### src/hw/rtl/vtt_pkg.sv
// Package of shared types and codes for the virtual timer table.
`timescale 1ns / 1ps
package vtt_pkg;

	// operation codes carried in s_tuser
	typedef enum logic [1:0] {
		OP_START = 2'd0,
		OP_RESET = 2'd1,
		OP_STOP  = 2'd2,
		OP_TICK  = 2'd3
	} op_t;

	// reply kinds carried in m_tuser
	typedef enum logic [1:0] {
		KIND_START  = 2'd0,
		KIND_RESET  = 2'd1,
		KIND_STOP   = 2'd2,
		KIND_EXPIRY = 2'd3
	} kind_t;

	// reply status codes
	typedef enum logic [1:0] {
		STAT_OK      = 2'd0,
		STAT_FULL    = 2'd1,
		STAT_INVALID = 2'd2
	} status_t;

	// sequencer states
	typedef enum logic [2:0] {
		ST_IDLE,
		ST_START_LINK,
		ST_RD,
		ST_EX,
		ST_OUT
	} state_t;

	localparam int IN_DATA_W  = 48;
	localparam int OUT_DATA_W = 24;

endpackage

### src/hw/rtl/virtual_timer_table.sv
// Virtual timer table: slot allocation, linked timer list and tick walk.
`timescale 1ns / 1ps
// Keeps up to SLOTS software timers in a doubly linked list held in three
// single-port-style memories (timer data, older links, newer links), each
// read through a register. One item is handled at a time: a start writes the
// entry, then links the old newest one to it; a reset rewrites a live entry;
// a stop reads the entry, then unlinks it (a dead slot or a full table goes
// straight to the reply), then each reply is offered on the master side. A
// tick walks the live timers from newest to oldest, each by a memory read,
// then update and write back; its expiry items (one per expired timer, none
// if nothing expired) then leave at one per cycle while the receiver is
// ready. Every reply carries the live count after the whole item, so tick
// replies are buffered until the walk ends. No clearing pass follows reset.
module virtual_timer_table #(
	parameter int SLOTS      = 16,
	parameter int COUNT_BITS = 32
) (
	input  logic                              clk,
	input  logic                              arst_n,
	input  logic                              s_tvalid,
	output logic                              s_tready,
	// slot[3:0], timer_mode[4], delay_ticks[36:5], event_tag[44:37], zeros above
	input  logic [vtt_pkg::IN_DATA_W-1:0]     s_tdata,
	// operation[1:0]
	input  logic [1:0]                        s_tuser,
	output logic                              m_tvalid,
	input  logic                              m_tready,
	// status[1:0], result_slot[5:2], result_tag[13:6], active_count[18:14], zeros above
	output logic [vtt_pkg::OUT_DATA_W-1:0]    m_tdata,
	// reply_kind[1:0]
	output logic [1:0]                        m_tuser,
	output logic                              m_tlast
);

	localparam int IW = (SLOTS > 1) ? $clog2(SLOTS) : 1;
	localparam int LW = $clog2(SLOTS + 1);
	localparam int DW = 2 * COUNT_BITS + 9;
	localparam logic [LW-1:0] NIL = LW'(SLOTS);

	// input fields
	logic [3:0]            in_slot;
	logic                  in_mode;
	logic [31:0]           in_delay;
	logic [7:0]            in_tag;
	vtt_pkg::op_t          in_op;
	logic [COUNT_BITS-1:0] in_delay_w;

	assign in_slot    = s_tdata[3:0];
	assign in_mode    = s_tdata[4];
	assign in_delay   = s_tdata[36:5];
	assign in_tag     = s_tdata[44:37];
	assign in_op      = vtt_pkg::op_t'(s_tuser);
	assign in_delay_w = COUNT_BITS'(in_delay);

	// control state
	vtt_pkg::state_t    state_q, state_d;
	vtt_pkg::op_t       op_q;
	vtt_pkg::kind_t     kind_q;
	vtt_pkg::status_t   status_q;
	logic [SLOTS-1:0]   valid_q;
	logic [LW-1:0]      newest_q;
	logic [LW-1:0]      live_q;
	logic [LW-1:0]      cur_q;
	logic [LW-1:0]      guard_q;
	logic [LW-1:0]      prev_q;
	logic [LW-1:0]      found_q;
	logic [LW-1:0]      res_n_q;
	logic [LW-1:0]      rd_idx_q;

	// memories and their read registers
	logic [DW-1:0]      data_mem  [SLOTS];
	logic [LW-1:0]      older_mem [SLOTS];
	logic [LW-1:0]      newer_mem [SLOTS];
	logic [DW-1:0]      data_rd_q;
	logic [LW-1:0]      older_rd_q;
	logic [LW-1:0]      newer_rd_q;

	// buffered replies of one item
	logic [3:0]         res_slot_q [SLOTS];
	logic [7:0]         res_tag_q  [SLOTS];

	// write ports
	logic               dwe, owe, nwe;
	logic [IW-1:0]      dwaddr, owaddr, nwaddr;
	logic [DW-1:0]      dwdata;
	logic [LW-1:0]      owdata, nwdata;

	logic               s_fire, m_fire;
	logic               in_rng, in_live;
	logic [LW-1:0]      free_slot;
	logic               free_ok;

	assign s_fire = s_tvalid && s_tready;
	assign m_fire = m_tvalid && m_tready;

	// handle checks
	assign in_rng  = (32'(in_slot) < SLOTS);
	assign in_live = in_rng && valid_q[IW'(in_slot)];

	// lowest free slot
	always_comb begin
		free_slot = NIL;
		for (int i = SLOTS - 1; i >= 0; i--) begin
			if (!valid_q[i]) begin
				free_slot = LW'(i);
			end
		end
	end
	assign free_ok = (free_slot != NIL);

	// fields of the entry read back for the walk
	logic [COUNT_BITS-1:0] rd_count, rd_delay, cnt1;
	logic [7:0]            rd_tag;
	logic                  rd_mode;
	logic                  hit, do_unlink, walk_end, last_res;

	assign rd_count  = data_rd_q[COUNT_BITS-1:0];
	assign rd_delay  = data_rd_q[2*COUNT_BITS-1:COUNT_BITS];
	assign rd_tag    = data_rd_q[2*COUNT_BITS+7:2*COUNT_BITS];
	assign rd_mode   = data_rd_q[2*COUNT_BITS+8];
	assign cnt1      = rd_count + 1'b1;
	assign hit       = (cnt1 == rd_delay);
	assign do_unlink = (op_q == vtt_pkg::OP_STOP) || (hit && !rd_mode);
	assign walk_end  = (guard_q == LW'(SLOTS)) || (cur_q == NIL);
	assign last_res  = (LW'(rd_idx_q + 1'b1) == res_n_q);

	// next state
	always_comb begin
		state_d = state_q;
		case (state_q)
			vtt_pkg::ST_IDLE: begin
				if (s_fire) begin
					case (in_op)
						vtt_pkg::OP_START: state_d = free_ok ? vtt_pkg::ST_START_LINK
						                                     : vtt_pkg::ST_OUT;
						vtt_pkg::OP_RESET: state_d = vtt_pkg::ST_OUT;
						vtt_pkg::OP_STOP:  state_d = in_live ? vtt_pkg::ST_RD
						                                     : vtt_pkg::ST_OUT;
						default:           state_d = vtt_pkg::ST_RD;
					endcase
				end
			end
			vtt_pkg::ST_START_LINK: state_d = vtt_pkg::ST_OUT;
			vtt_pkg::ST_RD: begin
				if (op_q == vtt_pkg::OP_TICK && walk_end) begin
					state_d = (res_n_q == '0) ? vtt_pkg::ST_IDLE : vtt_pkg::ST_OUT;
				end else begin
					state_d = vtt_pkg::ST_EX;
				end
			end
			vtt_pkg::ST_EX: state_d = (op_q == vtt_pkg::OP_STOP) ? vtt_pkg::ST_OUT
			                                                      : vtt_pkg::ST_RD;
			vtt_pkg::ST_OUT: begin
				if (m_fire && last_res) begin
					state_d = vtt_pkg::ST_IDLE;
				end
			end
			default: state_d = vtt_pkg::ST_IDLE;
		endcase
	end

	// handshake outputs
	always_comb begin
		s_tready = (state_q == vtt_pkg::ST_IDLE);
		m_tvalid = (state_q == vtt_pkg::ST_OUT);
	end

	// reply payload from the buffer
	assign m_tuser = kind_q;
	assign m_tlast = last_res;
	assign m_tdata = {5'd0, 5'(live_q), res_tag_q[rd_idx_q[IW-1:0]],
	                  res_slot_q[rd_idx_q[IW-1:0]], status_q};

	// memory write controls
	always_comb begin
		dwe    = 1'b0;
		owe    = 1'b0;
		nwe    = 1'b0;
		dwaddr = '0;
		owaddr = '0;
		nwaddr = '0;
		dwdata = '0;
		owdata = '0;
		nwdata = '0;
		case (state_q)
			vtt_pkg::ST_IDLE: begin
				if (s_fire && in_op == vtt_pkg::OP_START && free_ok) begin
					dwe    = 1'b1;
					dwaddr = free_slot[IW-1:0];
					dwdata = {in_mode, in_tag, in_delay_w, {COUNT_BITS{1'b0}}};
					owe    = 1'b1;
					owaddr = free_slot[IW-1:0];
					owdata = newest_q;
					nwe    = 1'b1;
					nwaddr = free_slot[IW-1:0];
					nwdata = NIL;
				end else if (s_fire && in_op == vtt_pkg::OP_RESET && in_live) begin
					dwe    = 1'b1;
					dwaddr = IW'(in_slot);
					dwdata = {in_mode, in_tag, in_delay_w, {COUNT_BITS{1'b0}}};
				end
			end
			vtt_pkg::ST_START_LINK: begin
				// old newest entry points to the new one
				nwe    = (prev_q != NIL);
				nwaddr = prev_q[IW-1:0];
				nwdata = found_q;
			end
			vtt_pkg::ST_EX: begin
				if (do_unlink) begin
					owe    = (newer_rd_q != NIL);
					owaddr = newer_rd_q[IW-1:0];
					owdata = older_rd_q;
					nwe    = (older_rd_q != NIL);
					nwaddr = older_rd_q[IW-1:0];
					nwdata = newer_rd_q;
				end else begin
					dwe    = 1'b1;
					dwaddr = cur_q[IW-1:0];
					dwdata = {rd_mode, rd_tag, rd_delay,
					          hit ? {COUNT_BITS{1'b0}} : cnt1};
				end
			end
			default: ;
		endcase
	end

	// memories, read registers and reply buffer
	always_ff @(posedge clk) begin
		if (dwe) data_mem[dwaddr] <= dwdata;
		if (owe) older_mem[owaddr] <= owdata;
		if (nwe) newer_mem[nwaddr] <= nwdata;
		data_rd_q  <= data_mem[cur_q[IW-1:0]];
		older_rd_q <= older_mem[cur_q[IW-1:0]];
		newer_rd_q <= newer_mem[cur_q[IW-1:0]];
		if (state_q == vtt_pkg::ST_IDLE && s_fire) begin
			// a full table answers with slot 0
			res_slot_q[0] <= (in_op != vtt_pkg::OP_START) ? in_slot
			                 : (free_ok ? 4'(free_slot) : 4'd0);
			res_tag_q[0]  <= 8'd0;
		end else if (state_q == vtt_pkg::ST_EX && op_q == vtt_pkg::OP_TICK && hit) begin
			res_slot_q[res_n_q[IW-1:0]] <= 4'(cur_q);
			res_tag_q[res_n_q[IW-1:0]]  <= rd_tag;
		end
	end

	// control registers
	always_ff @(posedge clk or negedge arst_n) begin
		if (!arst_n) begin
			state_q  <= vtt_pkg::ST_IDLE;
			op_q     <= vtt_pkg::OP_START;
			kind_q   <= vtt_pkg::KIND_START;
			status_q <= vtt_pkg::STAT_OK;
			valid_q  <= '0;
			newest_q <= NIL;
			live_q   <= '0;
			cur_q    <= NIL;
			guard_q  <= '0;
			prev_q   <= NIL;
			found_q  <= NIL;
			res_n_q  <= '0;
			rd_idx_q <= '0;
		end else begin
			state_q <= state_d;
			case (state_q)
				vtt_pkg::ST_IDLE: begin
					if (s_fire) begin
						op_q     <= in_op;
						kind_q   <= vtt_pkg::kind_t'(in_op);
						status_q <= (in_op == vtt_pkg::OP_START && !free_ok)
						            ? vtt_pkg::STAT_FULL
						            : ((in_op == vtt_pkg::OP_RESET && !in_live)
						               ? vtt_pkg::STAT_INVALID : vtt_pkg::STAT_OK);
						rd_idx_q <= '0;
						res_n_q  <= (in_op == vtt_pkg::OP_TICK) ? '0 : LW'(1);
						guard_q  <= '0;
						case (in_op)
							vtt_pkg::OP_START: begin
								if (free_ok) begin
									valid_q[free_slot[IW-1:0]] <= 1'b1;
									live_q   <= live_q + 1'b1;
									prev_q   <= newest_q;
									found_q  <= free_slot;
									newest_q <= free_slot;
								end
							end
							vtt_pkg::OP_RESET: ;
							vtt_pkg::OP_STOP: begin
								cur_q <= LW'(in_slot);
							end
							default: begin
								cur_q <= newest_q;
							end
						endcase
					end
				end
				vtt_pkg::ST_EX: begin
					if (do_unlink) begin
						valid_q[cur_q[IW-1:0]] <= 1'b0;
						if (live_q != '0) live_q <= live_q - 1'b1;
						if (newer_rd_q == NIL) newest_q <= older_rd_q;
					end
					if (op_q == vtt_pkg::OP_TICK) begin
						if (hit) res_n_q <= res_n_q + 1'b1;
						cur_q   <= older_rd_q;
						guard_q <= guard_q + 1'b1;
					end
				end
				vtt_pkg::ST_OUT: begin
					if (m_fire && !last_res) rd_idx_q <= rd_idx_q + 1'b1;
				end
				default: ;
			endcase
		end
	end

endmodule

### config.mk
export PLATFORM = sky130hd
export DESIGN_NAME = virtual_timer_table
export DESIGN_NICKNAME = d
export VERILOG_FILES = /design/src/hw/rtl/vtt_pkg.sv /design/src/hw/rtl/virtual_timer_table.sv
export SDC_FILE = /design/constraint.sdc
export NUM_CORES = 2
export LEC_CHECK = 0
export BUFFER_PORTS_ARGS = -buffer_cell sky130_fd_sc_hd__buf_2
export CORE_UTILIZATION = 40
export DETAILED_ROUTE_END_ITERATION = 8
export PLACE_DENSITY = 0.56
export SYNTH_ARGS = -nofsm -noshare
export SYNTH_HDL_FRONTEND = slang
export SYNTH_SLANG_ARGS = --single-unit
### constraint.sdc
create_clock -name clk -period 11 [get_ports clk]
set_input_delay 0.55 -clock clk [delete_from_list [all_inputs] [get_ports clk]]
set_output_delay 0.55 -clock clk [all_outputs]
set_load 0.01 [all_outputs]
==> results.md <==
* Status: complete, no violations
* Most frequent cell after synthesis: edfxtp_1
* Wirelength per Cell at about 27 um
* # setup viols final at 0
* CP max FO at 32
* Vias per inst at about 5.6
* Multi-input gate area at roughly 16000 um^2
* Crit path launch: data_rd_q[10]
* Final hold violation count at 0
* Critical path capture point type: flop
* Post-route minimum period at 6.47 ns
* Die Height at 407 um
* Peak supply drop at between 0.15 and 0.2 mV
* Max Cap Viol at 0
* Yosys reg bits at 1666
* Synth unique cells at 86
* Max Freq at around 0.15 GHz
* DP HPWL at approximately 86 mm
* Worst Clk Skew at approximately 0.03 ns
* Layout area overhead at 13.6%
* Synth top area cells: edfxtp_1 (70%), mux4_2 (15%), dfxtp_1 (2.5%)
* LEAKAGE at between 20 and 25 nW
* Antenna violations before repair at 6
* Post-synthesis sequential area ratio at between 70% and 80%
* Pwr dens at ~170 nW/um^2
* Tightest Hold Check Type: in -> reg
* Row cnt at roughly 150
* Max-slew headroom at about a fifth
* Async set or reset register ratio after synthesis at 3.78%
* Routability Congestion at 0.851
* Syn. warnings at 0
* Largest net degree at the start of global routing at around 130
* Floorplan Core Area at approximately 160000 um^2
* Hold Crit Start: s_tvalid
* Critical path type: reg -> reg
* Die footprint at roughly 170000 um^2
* Share of the synthesized area in the top cell type at 69.5%
* Skew-Pair Late Insertion Delay at a little under 0.8 ns
* Post-CTS setup buffer count at 0
* Die W at between 400 and 500 um
* Total track usage at about a fifth
* Final ANT Viol Nets at 0
* I/O Pins at 83
* Clock sinks at 1666
* Ratio of cells with drive above 1 in the final layout at 26.3%
* Main flop type after synthesis: edfxtp_1
* Final non-filler cell total at ~5800
* # DRC at 0
* Max clock buf depth at 3
* Global-route wire length before repair at around 230 mm
* DR iter-0 viols at approximately 2800
* Avg Cell Area, Syn at 20.1 um^2
* RSZ-0062 raised after global routing: false
* Data arrival, critical path at 6.89 ns
* DRT Wirelength at between 150 and 200 mm
* I/O Buffers at 74
* Fill count at approximately 14000
* Vias in the first global route at roughly 33000
* Final #Nets at ~3500
* Clock slew at reported path FFs at 0.06 ns
* Commonest cells post-synth: edfxtp_1 (1520), mux4_2 (443), nand2_1 (159)
* Post-synth EDFFs at 1520
* Largest area contributor in the netlist: edfxtp_1
* Drt pass-1 iters at 5
* Num CTS Buffers at 170
* Worst-Margin Slew at 1.21 ns
* Worst r2r src: data_rd_q[10]
* FF+latch area at 48900 um^2
* Syn Std Cell Area at about 66000 um^2
* Inst Count DP at 5436
* TritonCTS clock tree: yes
* Setup Total Neg Slack at 0 ns
* Critical Path Start Type: flop
* H-tree depth at 4
* CP required at between 10 and 15 ns
* Synth Instances at roughly 3300
* Cts repair resizes at 0
* CTS root buf: clkbuf_16
* Final Util at a little under half
* Grt total ovfl at 0
* Tcrit/Tclk final at between 50% and 60%
* Via Count at between 30000 and 40000
* Slew Limit Fails at 0
* Initial core utilization at roughly 40%
==> stage by stage <==
stage               hold slack (ns)  instance area (um^2)  power (mW)  setup slack (ns)
finish                       0.0776                 74600        12.5              4.53
global route                 0.0576                 74600        12.9              4.33
detailed placement            0.461                 69000        6.98              4.56
global placement              0.457                 69000        6.98              4.59
floorplan                     0.254                 65700        6.96              2.09
CTS                          0.0146                 74600        12.6              4.56
==> state kept, by name (all words and copies together), names as in the netlist <==
name / count
older_mem: 80
guard_q: 5
valid_q: 16
found_q: 5
m_tuser: 2
status_q: 2
rd_idx_q: 5
data_mem: 1168
res_n_q: 5
res_tag_q: 128
newest_q: 5
older_rd_q: 5
cur_q: 5
state_q: 3
newer_rd_q: 5
prev_q: 5
data_rd_q: 73
newer_mem: 80
live_q: 5
res_slot_q: 64
==> cell usage in the layout, fill, tap and decap left out, drive strengths merged, types with 10 or more instances in the layout <==
cell type and count:
a22o 29, and4 10, a21oi 45, mux2i 52
inv 55, o211ai 12, nand3 26, nand2 159
a221oi 13, dfrtp 59, xor2 22, o21ai 104
o31ai 15, mux4 443, mux2 24, nor4 21
nor3 37, edfxtp 1520, clkbuf 244, buf 168
a31oi 14, nor2b 10, dfxtp 83, nand4 29
nor2 122, clkinv 56, nand2b 12, a22oi 14
xnor2 41
==> worst paths after layout <==
kind,cells past startpoint,slack [ns],endpoint
max in group asynchronous,3,9.74,cur_q[1]
min in group asynchronous,3,0.50,rd_idx_q[0]
worst max register to register,12,4.53,data_mem[0][5]
worst max-delay path,12,4.53,data_mem[0][5]
worst min-delay path,3,0.08,state_q[1]
worst min register to register,2,0.47,prev_q[4]
==> routing by layer <==
layer | up-vias | routed length (um) | global-route usage, % | part of all wire, %
met4 | 8 | 3490 | 5.14 | 2.2
met1 | 17367 | 67800 | 26.6 | 43
met5 | - | 50 | 0 | 0.032
met2 | 930 | 76600 | 30.6 | 49
met3 | 224 | 8750 | 3.11 | 5.6
li1 | 13851 | - | - | -
==> critical path: stages, from the launching register on <==
cell,delay (ns)
dfxtp_1,0.66
nand3_2,0.33
nand2b_1,0.34
or4_1,0.62
xnor3_1,0.21
nor4_1,0.64
and3_1,0.29
nand4_1,0.36
nand2_1,0.21
o211ai_1,0.35
nor2_4,0.73
buf_4,0.61
buf_4,0.66
==> final cells by class <==
cell class / count / area share (%)
Tap cell: 2175 / 3.65
Sequential cell: 1666 / 65.6
Clock inverter: 73 / 0.965
Timing Repair Buffer: 170 / 1.52
Multi-Input combinational cell: 1380 / 21.6
Inverter: 47 / 0.247
Clock buffer: 244 / 6.42
Antenna cell: 1 / 0.00336
==> report_power, final <==
part	switching, mW	internal (mW)	total [mW]
sequential	0.000743	6.81	6.81
combinational	0.0251	0.0112	0.0363
clock	2.40	3.25	5.65
total	2.43	10.1	12.5
==> repair_timing <==
item,4_1_cts,5_1_grt
hold endpoints to repair,60,0
endpoints found under the setup margin,0,0
hold buffers,2,0
==> cell families (layout without fill, tap and decap cells) <==
logic type	count (synthesis)	after routing	share of synthesized area, %
multiplexers	519	519	16.4
AO/OA/AOI/OAI	303	303	3.04
AND/OR/NAND/NOR	476	476	3.60
other	1	6	0.00571
XOR/XNOR	67	67	0.981
buffers and inverters	218	534	1.32
flip-flops	1666	1666	74.5
adder cells (fa/ha/maj)	10	10	0.202
Note: power is estimated with default switching activity, not from simulation.
